$ cat src/design/rba_pkg.sv
package rba_pkg;

  // Word formats: Q16.16 coordinates and Q2.30 rotation values share one width.
  localparam int unsigned WORD_W = 32;
  localparam int unsigned WIDE_W = 40;
  localparam int unsigned PROD_W = 64;

  typedef logic signed [WORD_W-1:0] word_t;
  typedef logic signed [WIDE_W-1:0] wide_t;
  typedef logic signed [PROD_W-1:0] prod_t;

  typedef word_t [2:0] vec3_t;
  typedef vec3_t [2:0] mat_t;

  // One vertex word on the input channel.
  typedef struct packed {
    word_t vertex_x;
    word_t vertex_y;
    word_t vertex_z;
    logic  last_vertex;
  } vertex_t;

  // One bounds word on the output channel.
  typedef struct packed {
    word_t upper_x;
    word_t upper_y;
    word_t upper_z;
    word_t lower_x;
    word_t lower_y;
    word_t lower_z;
  } bounds_t;

  typedef struct packed {
    word_t w;
    word_t x;
    word_t y;
    word_t z;
  } quat_t;

  // Register indexes of the configuration port.
  typedef enum logic [2:0] {
    REG_ROT_W = 3'd0,
    REG_ROT_X = 3'd1,
    REG_ROT_Y = 3'd2,
    REG_ROT_Z = 3'd3,
    REG_POS_X = 3'd4,
    REG_POS_Y = 3'd5,
    REG_POS_Z = 3'd6
  } reg_idx_t;

  // Matrix builder sequencer.
  typedef enum logic [1:0] {
    MX_MUL,
    MX_TERM,
    MX_COMB,
    MX_READY
  } mx_state_t;

  // Transform and bounds sequencer.
  typedef enum logic [2:0] {
    BK_MUL0,
    BK_MUL1,
    BK_MUL2,
    BK_SUM2,
    BK_EMIT
  } bk_state_t;

  localparam word_t ONE_Q30    = 32'sh4000_0000;
  localparam word_t MARGIN_Q16 = 32'sd6554;
  localparam word_t WORD_MAX   = 32'sh7FFF_FFFF;
  localparam word_t WORD_MIN   = 32'sh8000_0000;

  // Clamp a wide signed value to the signed word range.
  function automatic word_t sat_word(wide_t v);
    word_t r;
    if (v > wide_t'(WORD_MAX)) begin
      r = WORD_MAX;
    end else if (v < wide_t'(WORD_MIN)) begin
      r = WORD_MIN;
    end else begin
      r = v[WORD_W-1:0];
    end
    return r;
  endfunction

  // Divide a product by 2^s, rounding to nearest with halves going up.
  function automatic wide_t round_shift(prod_t p, int unsigned s);
    prod_t r;
    r = p + (prod_t'(1) <<< (s - 1));
    r = r >>> s;
    return r[WIDE_W-1:0];
  endfunction

endpackage

$ cat src/design/rba_matrix.sv
module rba_matrix (
  input  logic            clk,
  input  logic            rst,
  input  logic            start,
  input  rba_pkg::quat_t  quat,
  output rba_pkg::mat_t   mat,
  output logic            ready
);

  // Product order: each doubled quaternion product gets one multiplier pass.
  localparam logic [3:0] P_YY = 4'd0;
  localparam logic [3:0] P_ZZ = 4'd1;
  localparam logic [3:0] P_XY = 4'd2;
  localparam logic [3:0] P_WZ = 4'd3;
  localparam logic [3:0] P_XZ = 4'd4;
  localparam logic [3:0] P_WY = 4'd5;
  localparam logic [3:0] P_XX = 4'd6;
  localparam logic [3:0] P_YZ = 4'd7;
  localparam logic [3:0] P_WX = 4'd8;
  localparam int unsigned NUM_P = 9;

  rba_pkg::mx_state_t state;
  rba_pkg::mx_state_t state_next;
  logic [3:0]     cnt;
  logic [3:0]     cnt_next;
  rba_pkg::word_t op_a;
  rba_pkg::word_t op_b;
  rba_pkg::prod_t prod;
  logic [3:0]     prod_k;
  rba_pkg::wide_t term [NUM_P];
  rba_pkg::wide_t one;

  // Operand pair for the current pass.
  always_comb begin
    op_a = '0;
    op_b = '0;
    unique case (cnt)
      P_YY: begin op_a = quat.y; op_b = quat.y; end
      P_ZZ: begin op_a = quat.z; op_b = quat.z; end
      P_XY: begin op_a = quat.x; op_b = quat.y; end
      P_WZ: begin op_a = quat.w; op_b = quat.z; end
      P_XZ: begin op_a = quat.x; op_b = quat.z; end
      P_WY: begin op_a = quat.w; op_b = quat.y; end
      P_XX: begin op_a = quat.x; op_b = quat.x; end
      P_YZ: begin op_a = quat.y; op_b = quat.z; end
      P_WX: begin op_a = quat.w; op_b = quat.x; end
      default: begin op_a = '0; op_b = '0; end
    endcase
  end

  // Sequencer: nine multiplier passes, one rounding drain, one combine.
  always_comb begin
    state_next = state;
    cnt_next   = cnt;
    unique case (state)
      rba_pkg::MX_MUL: begin
        cnt_next = cnt + 4'd1;
        if (cnt == P_WX) begin
          state_next = rba_pkg::MX_TERM;
        end
      end
      rba_pkg::MX_TERM:  state_next = rba_pkg::MX_COMB;
      rba_pkg::MX_COMB:  state_next = rba_pkg::MX_READY;
      rba_pkg::MX_READY: state_next = rba_pkg::MX_READY;
      default:           state_next = rba_pkg::MX_MUL;
    endcase
    if (start) begin
      state_next = rba_pkg::MX_MUL;
      cnt_next   = '0;
    end
  end

  always_ff @(posedge clk) begin
    if (rst) begin
      state <= rba_pkg::MX_MUL;
      cnt   <= '0;
    end else begin
      state <= state_next;
      cnt   <= cnt_next;
    end
  end

  // Multiplier register, then the rounded doubled product (shift by 29).
  always_ff @(posedge clk) begin
    if (state == rba_pkg::MX_MUL) begin
      prod   <= op_a * op_b;
      prod_k <= cnt;
    end
    if ((state == rba_pkg::MX_MUL && cnt != '0) || state == rba_pkg::MX_TERM) begin
      term[prod_k] <= rba_pkg::round_shift(prod, 29);
    end
  end

  assign one = rba_pkg::wide_t'(rba_pkg::ONE_Q30);

  // Combine the terms into the saturated rotation matrix.
  always_ff @(posedge clk) begin
    if (state == rba_pkg::MX_COMB) begin
      mat[0][0] <= rba_pkg::sat_word(one - term[P_YY] - term[P_ZZ]);
      mat[0][1] <= rba_pkg::sat_word(term[P_XY] - term[P_WZ]);
      mat[0][2] <= rba_pkg::sat_word(term[P_XZ] + term[P_WY]);
      mat[1][0] <= rba_pkg::sat_word(term[P_XY] + term[P_WZ]);
      mat[1][1] <= rba_pkg::sat_word(one - term[P_XX] - term[P_ZZ]);
      mat[1][2] <= rba_pkg::sat_word(term[P_YZ] - term[P_WX]);
      mat[2][0] <= rba_pkg::sat_word(term[P_XZ] - term[P_WY]);
      mat[2][1] <= rba_pkg::sat_word(term[P_YZ] + term[P_WX]);
      mat[2][2] <= rba_pkg::sat_word(one - term[P_XX] - term[P_YY]);
    end
  end

  assign ready = (state == rba_pkg::MX_READY);

  // Once built, the matrix holds until the next rebuild.
  a_mat_hold: assert property (@(posedge clk) disable iff (rst)
    (ready && $past(ready)) |-> $stable(mat))
    else $error("matrix changed while marked ready");

endmodule

$ cat config.mk
export PLATFORM = sky130hd
export DESIGN_NAME = rba_matrix
export DESIGN_NICKNAME = d
export VERILOG_FILES = /design/src/design/rba_pkg.sv /design/src/design/rba_matrix.sv
export SDC_FILE = /design/constraint.sdc
export NUM_CORES = 2
export LEC_CHECK = 0
export BUFFER_PORTS_ARGS = -buffer_cell sky130_fd_sc_hd__buf_2
export CORE_ASPECT_RATIO = 0.75
export CORE_MARGIN = 4
export CORE_UTILIZATION = 39
export DETAILED_ROUTE_END_ITERATION = 8
export PLACE_DENSITY = 0.53
export SYNTH_ARGS = -nofsm -noshare
export SYNTH_HDL_FRONTEND = slang
export SYNTH_SLANG_ARGS = --single-unit
$ cat constraint.sdc
create_clock -name clk -period 14.4 [get_ports clk]
set_input_delay 2.88 -clock clk [delete_from_list [all_inputs] [get_ports clk]]
set_output_delay 2.88 -clock clk [all_outputs]
set_load 0.03 [all_outputs]
==> flow_summary.ini <==
[status]
run_status = complete, but fails checks
violations = slew limit

[global_routing]
first_global_vias = 59700
gr-total-overflow = 0
antenna_found_initial = 14
grt_max_degree = 144
grtUsageTotal_pct = 26.3
grt_first_pass_wirelength_mm = 400

[placed_design]
portBuffers = 419
place.gp.congestion = 0.988
hpwl_mm = 213

[routing]
detail-route-antenna-nets = 0
wire_per_inst_um = 24.7
first_iter_violations = 5866
drt-vias-per-instance = 5.48
via_count = 59400
drc = 0
drt_wl_total_mm = 268
dr.pass1.iters = 7

[sta]
finalSetupViolCount = 0
hold_viol = 0
rsz0062_at_grt = no
tns_ns = 0
report.final.slew_viol_count = 3
worst_slew_pin_slew_ns = 1.51
min_period_ns = 11.95
maxSlewHeadroom_pct = -0.736
fmax_mhz = 83.7
fin_crit_sh_pct = 83.0
fin_skew_ns = 0.0390
whs_ns = 0.560

[yosys]
ys_ff_latch = 649
async_reset_ff_share_pct = 0
synth_area_mm2 = 0.0763
synth-edff-count = 643
syn_nets = 9717
yosysMostFrequentCell = inv_1
ys.flop_type = edfxtp_1
yosysSeqAreaShare_pct = 25.5
yosys_warnings = 0
synth_cell_types = 95
synth_top_cell_by_area = fa_1
ys_top_cells_by_count = 1,310 x inv_1, 1,090 x fa_1, 868 x nor2_1
syn_inst = 7952
avgSynthCellArea_um2 = 9.59
ys_top_cells_by_area = fa_1 29%, edfxtp_1 25%, ha_1 8.9%, inv_1 6.4%, nor2_1 4.3%
yosys.area.top_type_share_pct = 28.6

[clock_tree]
cts_root_buffer = clkbuf_16
cts_tree = yes
cts_resized = 0
clkTransAtPathRegs_ns = 0.05
clockBufferDepth = 3
insertion_delay_ns = 0.67
cts.sinks = 649
ctsHtreeMaxLevel = 3
postCtsSetupRepairBufs = 0
cts_hold_buf = 0
cts_buffers = 74

[critical_path]
worst-path-buf-inv = 4
crit_path_max_fanout = 30
cp_slowest_cell = a22oi_1
crit_start = quat[67]
crit_type = input port to flop
critPathMaxStageDelay_ns = 1.16
crit_top_cell = fa_1
crit_arrival_ns = 12.33
cp.required_ns = 14.78
crit_family = adder cells
start_kind = input port
timing.rr.start = cnt[0]
endpoint_kind = flop

[worst_hold_path]
hold_start = cnt[1]
hp-class = flop to flop

[run]
maxCapViolCount = 0

[floorplanning]
initial_core_util_pct = 39.3
coreArea_mm2 = 0.194
row_count = 140
die_w_um = 519
die_area_mm2 = 0.203
die_h_um = 391
io_pins = 420

[finish]
fin_nets = 9998
area_delta_synth_final_pct = 10.2
drive_gt1_share_pct = 9.28
fillers = 18800
[registers in the layout, indices dropped and copies added, names as in the netlist]
| register | cells |
|---|---|
| prod_k | 4 |
| cnt | 4 |
| prod | 36 |
| state | 2 |
| term | 315 |
| mat | 288 |
[cell families after synthesis]
group | after synthesis | share of synthesized area [%]
XOR/XNOR | 410 | 4.74
AO/OA/AOI/OAI | 1330 | 10.9
AND/OR/NAND/NOR | 2244 | 12.9
adder cells (fa/ha/maj) | 1634 | 37.5
buffers and inverters | 1674 | 8.30
multiplexers | 11 | 0.148
flip-flops | 649 | 25.5
[final cells by class]
type / instances / area (µm²) / area share [%]
flip-flops and latches: 649 / 19400 / 23.1
repair buffers: 566 / 3210 / 3.82
clock inverters: 41 / 422 / 0.502
multi-input cells: 5629 / 50800 / 60.5
clock buffers: 91 / 1980 / 2.35
inverters: 1313 / 4930 / 5.87
well taps: 2556 / 3200 / 3.81
diodes: 10 / 25.0 / 0.0298
[stage by stage]
stage	utilization (%)	setup slack (ns)	cells	area, µm²
4_1_cts	43.2	2.83	10800	84000
6_report	43.3	2.45	10900	84000
5_1_grt	43.2	2.05	10800	84000
2_1_floorplan	-	0.396	7952	76300
3_5_place_dp	42.0	2.16	10700	81600
3_3_place_gp	42.0	2.21	10700	81600
[cell usage in the layout (no fill, tap or decap), types with 18 or more instances in the layout]
cell type	count
o31ai_1	35
inv_1	1310
a21oi_1	382
xnor2_1	301
nor4_1	23
fa_1	1090
nor3_1	66
nor2_1	864
clkbuf_16	76
o21ai_1	46
o21bai_1	59
and3_1	32
ha_1	544
buf_2	419
xor2_1	97
a21boi_0	18
a211oi_1	29
and4_1	36
o21a_1	45
nand2b_1	66
nand3_1	76
edfxtp_1	643
o21ai_0	347
o211ai_1	21
and2_1	38
a31oi_1	29
a21o_1	133
nand4_1	72
buf_4	146
nand2_1	821
nor2b_1	46
a22oi_1	27
[routing by layer]
metal / wire length [µm] / share of wire [%] / global-route usage (%) / vias to the layer above
met5: 16 / 0.0060 / 0 / -
met4: 5930 / 2.2 / 5.10 / 4
met3: 27800 / 10 / 6.62 / 314
met2: 109000 / 41 / 37.7 / 2788
met1: 126000 / 47 / 40.2 / 30000
li1: - / - / - / 26300
[final timing paths]
path | to | slack, ns | cells past startpoint
worst min-delay path | prod_k[1] | 0.56 | 0
worst max-delay path | prod[61] | 2.45 | 28
worst min register to register | prod_k[1] | 0.56 | 0
worst max register to register | prod[61] | 2.64 | 32
Power is left out: the tool's default activity adds up to more than one toggle a clock period on the data nets, which glitch-free logic cannot reach.
