--- src/design/rba_pkg.sv ---
package rba_pkg;

  // Word formats: Q16.16 coordinates and Q2.30 rotation values share one width.
  localparam int unsigned WORD_W = 32;
  localparam int unsigned WIDE_W = 40;
  localparam int unsigned PROD_W = 64;

  typedef logic signed [WORD_W-1:0] word_t;
  typedef logic signed [WIDE_W-1:0] wide_t;
  typedef logic signed [PROD_W-1:0] prod_t;

  typedef word_t [2:0] vec3_t;
  typedef vec3_t [2:0] mat_t;

  // One vertex word on the input channel.
  typedef struct packed {
    word_t vertex_x;
    word_t vertex_y;
    word_t vertex_z;
    logic  last_vertex;
  } vertex_t;

  // One bounds word on the output channel.
  typedef struct packed {
    word_t upper_x;
    word_t upper_y;
    word_t upper_z;
    word_t lower_x;
    word_t lower_y;
    word_t lower_z;
  } bounds_t;

  typedef struct packed {
    word_t w;
    word_t x;
    word_t y;
    word_t z;
  } quat_t;

  // Register indexes of the configuration port.
  typedef enum logic [2:0] {
    REG_ROT_W = 3'd0,
    REG_ROT_X = 3'd1,
    REG_ROT_Y = 3'd2,
    REG_ROT_Z = 3'd3,
    REG_POS_X = 3'd4,
    REG_POS_Y = 3'd5,
    REG_POS_Z = 3'd6
  } reg_idx_t;

  // Matrix builder sequencer.
  typedef enum logic [1:0] {
    MX_MUL,
    MX_TERM,
    MX_COMB,
    MX_READY
  } mx_state_t;

  // Transform and bounds sequencer.
  typedef enum logic [2:0] {
    BK_MUL0,
    BK_MUL1,
    BK_MUL2,
    BK_SUM2,
    BK_EMIT
  } bk_state_t;

  localparam word_t ONE_Q30    = 32'sh4000_0000;
  localparam word_t MARGIN_Q16 = 32'sd6554;
  localparam word_t WORD_MAX   = 32'sh7FFF_FFFF;
  localparam word_t WORD_MIN   = 32'sh8000_0000;

  // Clamp a wide signed value to the signed word range.
  function automatic word_t sat_word(wide_t v);
    word_t r;
    if (v > wide_t'(WORD_MAX)) begin
      r = WORD_MAX;
    end else if (v < wide_t'(WORD_MIN)) begin
      r = WORD_MIN;
    end else begin
      r = v[WORD_W-1:0];
    end
    return r;
  endfunction

  // Divide a product by 2^s, rounding to nearest with halves going up.
  function automatic wide_t round_shift(prod_t p, int unsigned s);
    prod_t r;
    r = p + (prod_t'(1) <<< (s - 1));
    r = r >>> s;
    return r[WIDE_W-1:0];
  endfunction

endpackage

--- src/design/rba_fifo.sv ---
module rba_fifo #(
  parameter int unsigned DEPTH = 2
) (
  input  logic              clk,
  input  logic              rst,
  input  logic              push,
  input  rba_pkg::vertex_t  wr_data,
  output logic              full,
  input  logic              pop,
  output rba_pkg::vertex_t  rd_data,
  output logic              not_empty
);

  localparam int unsigned PTR_W = (DEPTH > 1) ? $clog2(DEPTH) : 1;
  localparam int unsigned CNT_W = $clog2(DEPTH + 1);

  rba_pkg::vertex_t slots [DEPTH];
  logic [PTR_W-1:0] wr_ptr;
  logic [PTR_W-1:0] rd_ptr;
  logic [CNT_W-1:0] count;

  // Storage for queued vertex words.
  always_ff @(posedge clk) begin
    if (push) begin
      slots[wr_ptr] <= wr_data;
    end
  end

  // Pointers wrap at the queue depth; the count tracks occupancy.
  always_ff @(posedge clk) begin
    if (rst) begin
      wr_ptr <= '0;
      rd_ptr <= '0;
      count  <= '0;
    end else begin
      if (push) begin
        wr_ptr <= (wr_ptr == PTR_W'(DEPTH - 1)) ? '0 : wr_ptr + 1'b1;
      end
      if (pop) begin
        rd_ptr <= (rd_ptr == PTR_W'(DEPTH - 1)) ? '0 : rd_ptr + 1'b1;
      end
      case ({push, pop})
        2'b10:   count <= count + 1'b1;
        2'b01:   count <= count - 1'b1;
        default: count <= count;
      endcase
    end
  end

  assign full      = (count == CNT_W'(DEPTH));
  assign not_empty = (count != '0);
  assign rd_data   = slots[rd_ptr];

  // The back end must never take a word from an empty queue.
  a_no_pop_empty: assert property (@(posedge clk) disable iff (rst)
    pop |-> not_empty)
    else $error("queue popped while empty");

  // Occupancy never goes past the depth.
  a_count_bound: assert property (@(posedge clk) disable iff (rst)
    count <= CNT_W'(DEPTH))
    else $error("queue count beyond depth");

endmodule

--- config.mk ---
export PLATFORM = sky130hd
export DESIGN_NAME = rba_fifo
export DESIGN_NICKNAME = d
export VERILOG_FILES = /design/src/design/rba_pkg.sv /design/src/design/rba_fifo.sv
export SDC_FILE = /design/constraint.sdc
export NUM_CORES = 1
export LEC_CHECK = 0
export CAP_MARGIN = 20
export CORE_MARGIN = 2
export CORE_UTILIZATION = 55
export DETAILED_ROUTE_END_ITERATION = 10
export DONT_BUFFER_PORTS = 1
export PLACE_DENSITY = 0.7
export SLEW_MARGIN = 5
export SYNTH_ARGS = -nofsm -noshare
export SYNTH_HDL_FRONTEND = slang
export SYNTH_SLANG_ARGS = --single-unit
export TNS_END_PERCENT = 100
--- constraint.sdc ---
create_clock -name clk -period 8.35 [get_ports clk]
set_input_delay 1.67 -clock clk [delete_from_list [all_inputs] [get_ports clk]]
set_output_delay 1.67 -clock clk [all_outputs]
set_load 0.1 [all_outputs]
==> results of run 1 <==
critical path, delay by kind of cell, from the launching register on:
family | cells | cell delay, ps
buffers and inverters | 1 | 760
multiplexers | 1 | 660
flip-flops | 1 | 700
cells by family (layout without fill, tap and decap cells):
group | count (synthesis) | count (layout) | share of synthesized area (%)
fa+ha+maj | 1 | 1 | 0.171
compound gates | 2 | 2 | 0.137
mux | 97 | 97 | 16.5
simple gates | 9 | 9 | 0.633
xor+xnor | 4 | 4 | 0.479
flops | 199 | 199 | 81.0
buf+inv | 12 | 35 | 1.15
metrics by stage:
step / utilization [%] / worst slack [ps] / power (W)
after global routing: 61.1 / 3870 / 0.00253
after CTS: 61.1 / 3950 / 0.00248
final: 61.1 / 4040 / 0.00246
after detailed placement: 57.0 / 4420 / 0.00175
after global placement: 57.0 / 4510 / 0.00174
after floorplan: - / 2000 / 0.00172
power groups by stage:
stage                     clock, W  sequential, W  combinational, W
after floorplan                  0        0.00120          0.000521
after global placement           0        0.00121          0.000535
after detailed placement         0        0.00121          0.000538
after CTS                 0.000755        0.00119          0.000538
after global routing      0.000792        0.00120          0.000545
final                     0.000734        0.00119          0.000533
layout by cell type (no fill, tap or decap), drive strengths merged:
cell / count
edfxtp: 194
mux2: 97
clkbuf: 18
clkinv: 7
nor2: 5
dfxtp: 5
clkinvlp: 4
xnor2: 3
buf: 3
inv: 2
or2: 1
and2b: 1
and2: 1
xor2: 1
o21ai: 1
or3: 1
a21oi: 1
ha: 1
bufinv: 1
layout make-up:
type / instances / area (um2)
clock buffers: 18 / 429
clock inverters: 13 / 109
fillers: 924 / 5100
inverters: 1 / 3.75
multi-input cells: 113 / 1320
flip-flops and latches: 199 / 5930
well taps: 176 / 220
repair buffers: 3 / 22.5
flip-flops by register name (all words and copies together), names as in the netlist, named ones only:
register and count:
slots 194, wr_ptr 1, rd_ptr 1, count 2
per-layer routing:
metal | GRT usage (%) | routed length [um] | vias up
li1 | - | - | 1297
met1 | 17.2 | 4040 | 1464
met2 | 27.7 | 6120 | 133
met3 | 9.48 | 1310 | 14
met4 | 6.84 | 165 | 0
met5 | 0 | 0 | -
worst max path at each step:
stage / start / to / slack, ps / cells after the start
final: flop / rd_data[15] / 4040 / 2
after global routing: flop / rd_data[15] / 3870 / 2
after CTS: flop / rd_data[18] / 3950 / 2
after detailed placement: flop / rd_data[18] / 4420 / 2
after global placement: flop / rd_data[34] / 4510 / 2
after floorplan: push / slots[0][0] / 2000 / 2
==> flow_summary.ini, run 1 <==
[yosys]
yosys_cell_types = 17
ys_top_cells_by_area = sky130_fd_sc_hd__edfxtp_1 80%, sky130_fd_sc_hd__mux2_2 10%, sky130_fd_sc_hd__mux2_4 6.2%
cell_taking_the_most_area_after_synthesis = sky130_fd_sc_hd__edfxtp_1
synth_most_common_cell = sky130_fd_sc_hd__edfxtp_1
synthesis.instances = 324
synth_warnings = 0
synth-edff-count = 194
synthTopCellsByCount = 194 x sky130_fd_sc_hd__edfxtp_1, 67 x sky130_fd_sc_hd__mux2_2, 30 x sky130_fd_sc_hd__mux2_4, 7 x sky130_fd_sc_hd__buf_2
seq_area_frac_synth_pct = 81.0
asyncSetResetFlopFracSynth_pct = 0
syn-cell-area_um2 = 7320
synth.ff_latch_count = 199
syn_avg_cell_area_um2 = 22.6
synth_fp_nets = 426
synth.top_cell.area_share_pct = 79.6
synth_ff_type = sky130_fd_sc_hd__edfxtp_1

[route]
routed_wirelength_mm = 11.6
dr.first_iter.drc_count = 154
vias = 2908
post-route-drc-count = 0
routed_via_density = 5.56
firstDrtPassIters = 4
drt.antenna.violating_nets = 0
post_drt_wl_per_cell_um = 22.2

[clock_tree]
cts_max_path_buffers = 2
clock_sink_count = 199
cts_inserted_buffers = 17
htree_levels = 4
worstSkewPairLatency_ps = 410
clk_pin_slew_ps = 60
cts_tree = built
post_cts.repair.setup_buffers = 0
cts-hold-fix-buffers = 0
post_cts_resize_count = 0
ctsRootBufferMaster = sky130_fd_sc_hd__clkbuf_16

[placed_design]
port_buffers = 0
last_weighted_congestion_value_of_the_routability_driven_placer = 0.713
detailed_place.area_um2 = 7490
place_hpwl_mm = 7.50
numPlacedInstances = 492

[timing]
fmax_mhz = 232
clock-skew-final_ps = 6.16
whs_ps = 508
report.final.setup_viol = 0
hold_viol_final = 0
grt_setup_unrepaired = no
share_of_the_cycle_needed_by_the_critical_path_after_routing_pct = 51.6
finalSetupTns_ps = 0
timing.final.crit_period_ps = 4310
tightestPinTransition_ps = 1040
timing.final.max_slew_violations = 0
slew-limit-headroom_pct = 30.9

[power_and_ir_drop]
power_density_nw_per_um2 = 306
pwr-share-comb_pct = 21.7
p_sw_w = 0.000810
power_report.internal_total_w = 0.00165
switching_share_pct = 33.0
vdd_ir_drop_max_mv = 0.178
leakagePower_nw = 2.66
share_clk_of_total_power_pct = 29.9
power_frac_seq_pct = 48.4

[grt]
first_global_vias = 3131
first_pass_grt_wire_length_mm = 17.2
grt_overflow = 0
grt.total_usage_pct = 16.6
grt_start_max_net_pins = 78
antenna_violations_before_repair = 0

[worst_setup_path]
critPathLaunchType = flop
worstPathMaxFanout = 58
worstSetupPathType = reg2out
regToRegEndpoint = slots[0][95]
endpoint_kind = output pin
critPathRequiredTime_ps = 6680
regToRegStartpoint = wr_ptr
worst-r2r-cell-count = 2
cp.arrival_ps = 2640
critical-path-max-stage-delay_ps = 760
cp_cell_sequence = buf_4 -> mux2_2
reg2reg_slack_ps = 6020
crit_path_top_delay_cell = sky130_fd_sc_hd__buf_4

[final_layout]
post_layout_cell_count = 523
n_antenna_cell = 0
area_delta_synth_final_pct = 9.76
post_route_cells_drive_above_1_share_pct = 38.3
finalInstanceArea_um2 = 8030
nets = 437

[die]
chipWidth_um = 119
initial_core_util_pct = 55.7
full_die_area_um2 = 14200
ios = 200
placementRows = 42
coreArea_um2 = 13100
die_height_um = 119

[hold_path]
worst_hold_path.endpoint = count[1]
worstHoldPathType = reg2reg
hold_start = count[1]
worst_hold_path.num_cells = 2

[status]
outcome = complete, no violations

[flow_run]
max_cap_violations = 0
Power figures use the tool's default switching activity.
==> run 2: changes to the inputs <==
--- a/config.mk
+++ b/config.mk
@@ -10,7 +10,7 @@
 export CORE_UTILIZATION = 55
 export DETAILED_ROUTE_END_ITERATION = 10
 export DONT_BUFFER_PORTS = 1
-export PLACE_DENSITY = 0.7
+export PLACE_DENSITY = 0.73
 export SLEW_MARGIN = 5
 export SYNTH_ARGS = -nofsm -noshare
 export SYNTH_HDL_FRONTEND = slang
==> constraint.sdc (replaced) <==
create_clock -name clk -period 3.5 [get_ports clk]
set_input_delay 0.7 -clock clk [delete_from_list [all_inputs] [get_ports clk]]
set_output_delay 0.7 -clock clk [all_outputs]
set_load 0.1 [all_outputs]
==> flow_summary.ini, run 2 (synthesis gave the netlist of run 1 again) <==
[power_and_ir_drop]
power_density_nw_per_um2 = 727
leakagePower_nw = 2.68
finalPower_w = 0.00588
vdd_ir_drop_max_mv = 0.405

[status]
outcome = complete, no violations

[grt]
first_global_vias = 3101
first_pass_grt_wire_length_mm = 16.6
grt_start_max_net_pins = 53
grt_overflow = 0
antenna_violations_before_repair = 0
grt.total_usage_pct = 15.9

[clock_tree]
ctsRootBufferMaster = sky130_fd_sc_hd__clkbuf_16
post_cts.repair.setup_buffers = 0
htree_levels = 4
cts_max_path_buffers = 2
cts-hold-fix-buffers = 0
clk_pin_slew_ps = 60
cts_tree = built
cts_inserted_buffers = 17
clock_sink_count = 199
post_cts_resize_count = 0
worstSkewPairLatency_ps = 420

[timing]
timing.final.max_slew_violations = 0
report.final.setup_viol = 0
final_critical_path_setup_slack_ps = 799
share_of_the_cycle_needed_by_the_critical_path_after_routing_pct = 77.2
finalSetupTns_ps = 0
clock-skew-final_ps = 3.42
fmax_mhz = 370
tightestPinTransition_ps = 672
hold_viol_final = 0
grt_setup_unrepaired = no
timing.final.crit_period_ps = 2700
slew-limit-headroom_pct = 55.2

[die]
placementRows = 42
chipWidth_um = 119
coreArea_um2 = 13100
full_die_area_um2 = 14200
ios = 200
die_height_um = 119
initial_core_util_pct = 55.7

[placed_design]
place_hpwl_mm = 7.41
last_weighted_congestion_value_of_the_routability_driven_placer = 0.696
port_buffers = 0
preCtsSetupSlack_ps = 1220

[route]
post-route-drc-count = 0
post_drt_wl_per_cell_um = 21.1
routed_via_density = 5.46
dr.first_iter.drc_count = 178
drt.antenna.violating_nets = 0
routed_wirelength_mm = 11.1
firstDrtPassIters = 4
vias = 2879

[worst_setup_path]
critPathRequiredTime_ps = 2800
regToRegEndpoint = slots[1][36]
critPathLaunchType = flop
regToRegStartpoint = wr_ptr
reg2reg_slack_ps = 1750
worst-r2r-cell-count = 2
cp.arrival_ps = 2000
worstSetupPathType = reg2out
endpoint_kind = output pin
crit_path_end = rd_data[7]
worstPathMaxFanout = 46

[final_layout]
max_reg_flops = 194
largest_registers = slots: 194 flops, count: 2 flops
nets = 440
mostFrequentLayoutCell = sky130_fd_sc_hd__edfxtp_1
most-common-layout-cells = 194 x sky130_fd_sc_hd__edfxtp_1, 67 x sky130_fd_sc_hd__mux2_2, 30 x sky130_fd_sc_hd__mux2_4
n_fill_cell = 915
post_route_cells_drive_above_1_share_pct = 38.2
largest_register = slots
area_delta_synth_final_pct = 10.5
n_antenna_cell = 0

[hold_path]
hold_start = rst
worstHoldPathType = in2reg

[flow_run]
max_cap_violations = 0
-- run 2: final cells by class --
| cell class | instances | area [um2] | area share [%] |
|---|---|---|---|
| clock inverters | 11 | 103 | 1.27 |
| inverters | 1 | 3.75 | 0.0464 |
| multi-input cells | 113 | 1320 | 16.3 |
| clock buffers | 21 | 440 | 5.45 |
| flip-flops and latches | 199 | 5930 | 73.3 |
| well taps | 176 | 220 | 2.72 |
| repair buffers | 6 | 70.1 | 0.867 |
-- run 2: routing by layer --
layer | wire [um] | part of all wire, % | global-route usage, %
met5 | 0 | 0 | 0
met3 | 1540 | 14 | 10.2
met4 | 187 | 1.7 | 6.84
met1 | 3990 | 36 | 17.0
met2 | 5390 | 49 | 25.0
-- run 2: per-stage QoR --
| step | utilization (%) | std cells | instance area [um2] | hold slack, ps |
|---|---|---|---|---|
| global placement | 57.4 | 495 | 7540 | 469 |
| floorplan | - | 324 | 7330 | 456 |
| finish | 61.5 | 527 | 8090 | 336 |
| CTS | 61.5 | 527 | 8090 | 316 |
| global route | 61.5 | 527 | 8090 | 319 |
| detailed placement | 57.4 | 495 | 7540 | 511 |
-- run 2: worst max-delay path, stage by stage (launching register included) --
cell and delay, ps:
sky130_fd_sc_hd__dfxtp_4 630, sky130_fd_sc_hd__buf_12 300, sky130_fd_sc_hd__mux2_2 600
-- run 2: report_power, final --
part	internal (W)	switching [W]	total, W
clock network	0.000980	0.000780	0.00176
registers	0.00278	0.0000489	0.00283
logic	0.000183	0.00110	0.00129
-- run 2: how the worst min path moves through the flow --
stage	depth (start not counted)	to	slack, ps
global route	1	flop	320
detailed placement	2	count[1]	510
CTS	1	flop	320
floorplan	2	count[1]	460
global placement	2	count[1]	470
finish	1	flop	340
==> run 3: changes to the inputs <==
==> constraint.sdc (replaced) <==
create_clock -name clk -period 2.4 [get_ports clk]
set_input_delay 0.48 -clock clk [delete_from_list [all_inputs] [get_ports clk]]
set_output_delay 0.48 -clock clk [all_outputs]
set_load 0.1 [all_outputs]
==> flow_summary.ini, run 3 (synthesis gave the netlist of run 1 again) <==
[worst_setup_path]
reg2reg_slack_ps = 950
endpoint_kind = output pin
worstSetupPathType = reg2out
cp.arrival_ps = 1800
critPathLaunchType = flop
worstPathMaxFanout = 43
critPathRequiredTime_ps = 1920

[route]
firstDrtPassIters = 4
vias = 2917
routed_wirelength_mm = 11.4
routed_via_density = 5.54
post_drt_wl_per_cell_um = 21.6
post-route-drc-count = 0
drt.antenna.violating_nets = 0
dr.first_iter.drc_count = 166

[clock_tree]
clock_sink_count = 199
post_cts_resize_count = 0
ctsRootBufferMaster = sky130_fd_sc_hd__clkbuf_16
clk_pin_slew_ps = 60
worstSkewPairLatency_ps = 420
post_cts.repair.setup_buffers = 0
cts-hold-fix-buffers = 0
cts_tree = built
htree_levels = 4
cts_inserted_buffers = 17
cts_max_path_buffers = 2

[final_layout]
nets = 441
n_antenna_cell = 0
max_reg_flops = 194
largest_registers = slots: 194 flops, count: 2 flops
post_route_cells_drive_above_1_share_pct = 39.0
finalInstanceArea_um2 = 8170
most-common-layout-cells = 194 x sky130_fd_sc_hd__edfxtp_1, 67 x sky130_fd_sc_hd__mux2_2, 30 x sky130_fd_sc_hd__mux2_4
mostFrequentLayoutCell = sky130_fd_sc_hd__edfxtp_1
area_delta_synth_final_pct = 11.6
largest_register = slots

[die]
chipWidth_um = 119
ios = 200
full_die_area_um2 = 14200
initial_core_util_pct = 55.7
coreArea_um2 = 13100
die_height_um = 119
placementRows = 42

[grt]
first_global_vias = 3183
first_pass_grt_wire_length_mm = 17.0
grt_overflow = 0
grt_start_max_net_pins = 50
grt.total_usage_pct = 16.3
antenna_violations_before_repair = 0

[timing]
whs_ps = 126
hold_viol_final = 0
fmax_mhz = 439
final_critical_path_setup_slack_ps = 123
grt_setup_unrepaired = no
share_of_the_cycle_needed_by_the_critical_path_after_routing_pct = 94.9
timing.final.crit_period_ps = 2280
clock-skew-final_ps = 4.19
finalSetupTns_ps = 0
timing.final.max_slew_violations = 0
slew-limit-headroom_pct = 57.4
tightestPinTransition_ps = 640
report.final.setup_viol = 0

[placed_design]
place_hpwl_mm = 7.69
port_buffers = 0
preCtsSetupSlack_ps = 564
last_weighted_congestion_value_of_the_routability_driven_placer = 0.743
detailed_place.area_um2 = 7560

[power_and_ir_drop]
leakagePower_nw = 2.73
finalPower_w = 0.00889
vdd_ir_drop_max_mv = 0.666
power_density_nw_per_um2 = 1090

[status]
outcome = complete, no violations

[hold_path]
worstHoldPathType = in2reg

[flow_run]
max_cap_violations = 0
-- run 3: cell type report --
class	count	area, um2
clock buffer	19	433
timing repair buffer	7	90.1
multi-input combinational	113	1320
inverter	1	3.75
sequential	199	5930
clock inverter	12	175
fill	899	4970
tap	176	220
-- run 3: final timing paths --
kind,depth (start not counted),start,to
max,2,flop,rd_data[96]
min,1,rst,flop
max reg2reg,2,wr_ptr,slots[1][38]
min reg2reg,2,count[1],count[1]
-- run 3: through the flow --
stage | utilization (%) | cells
finish | 62.2 | 527
CTS | 62.2 | 527
global placement | 57.6 | 496
floorplan | - | 324
global route | 62.2 | 527
detailed placement | 57.6 | 496
-- run 3: power by group --
| group | internal, W | switching, W | total [W] |
|---|---|---|---|
| sequential | 0.00406 | 0.0000591 | 0.00411 |
| clock | 0.00174 | 0.00113 | 0.00287 |
| combinational | 0.000272 | 0.00163 | 0.00190 |
-- run 3: metal layers --
metal,share of wire (%),global-route usage [%],vias up,routed length (um)
met2,50,26.0,155,5650
met5,0,0,-,0
met3,14,10.9,21,1640
li1,-,-,1303,-
met4,2.2,7.72,0,252
met1,34,16.4,1438,3820
-- run 3: worst max-delay path, stage by stage (launching register included) --
cell                      delay (ps)
sky130_fd_sc_hd__dfxtp_4         440
sky130_fd_sc_hd__buf_12          280
sky130_fd_sc_hd__mux2_2          610
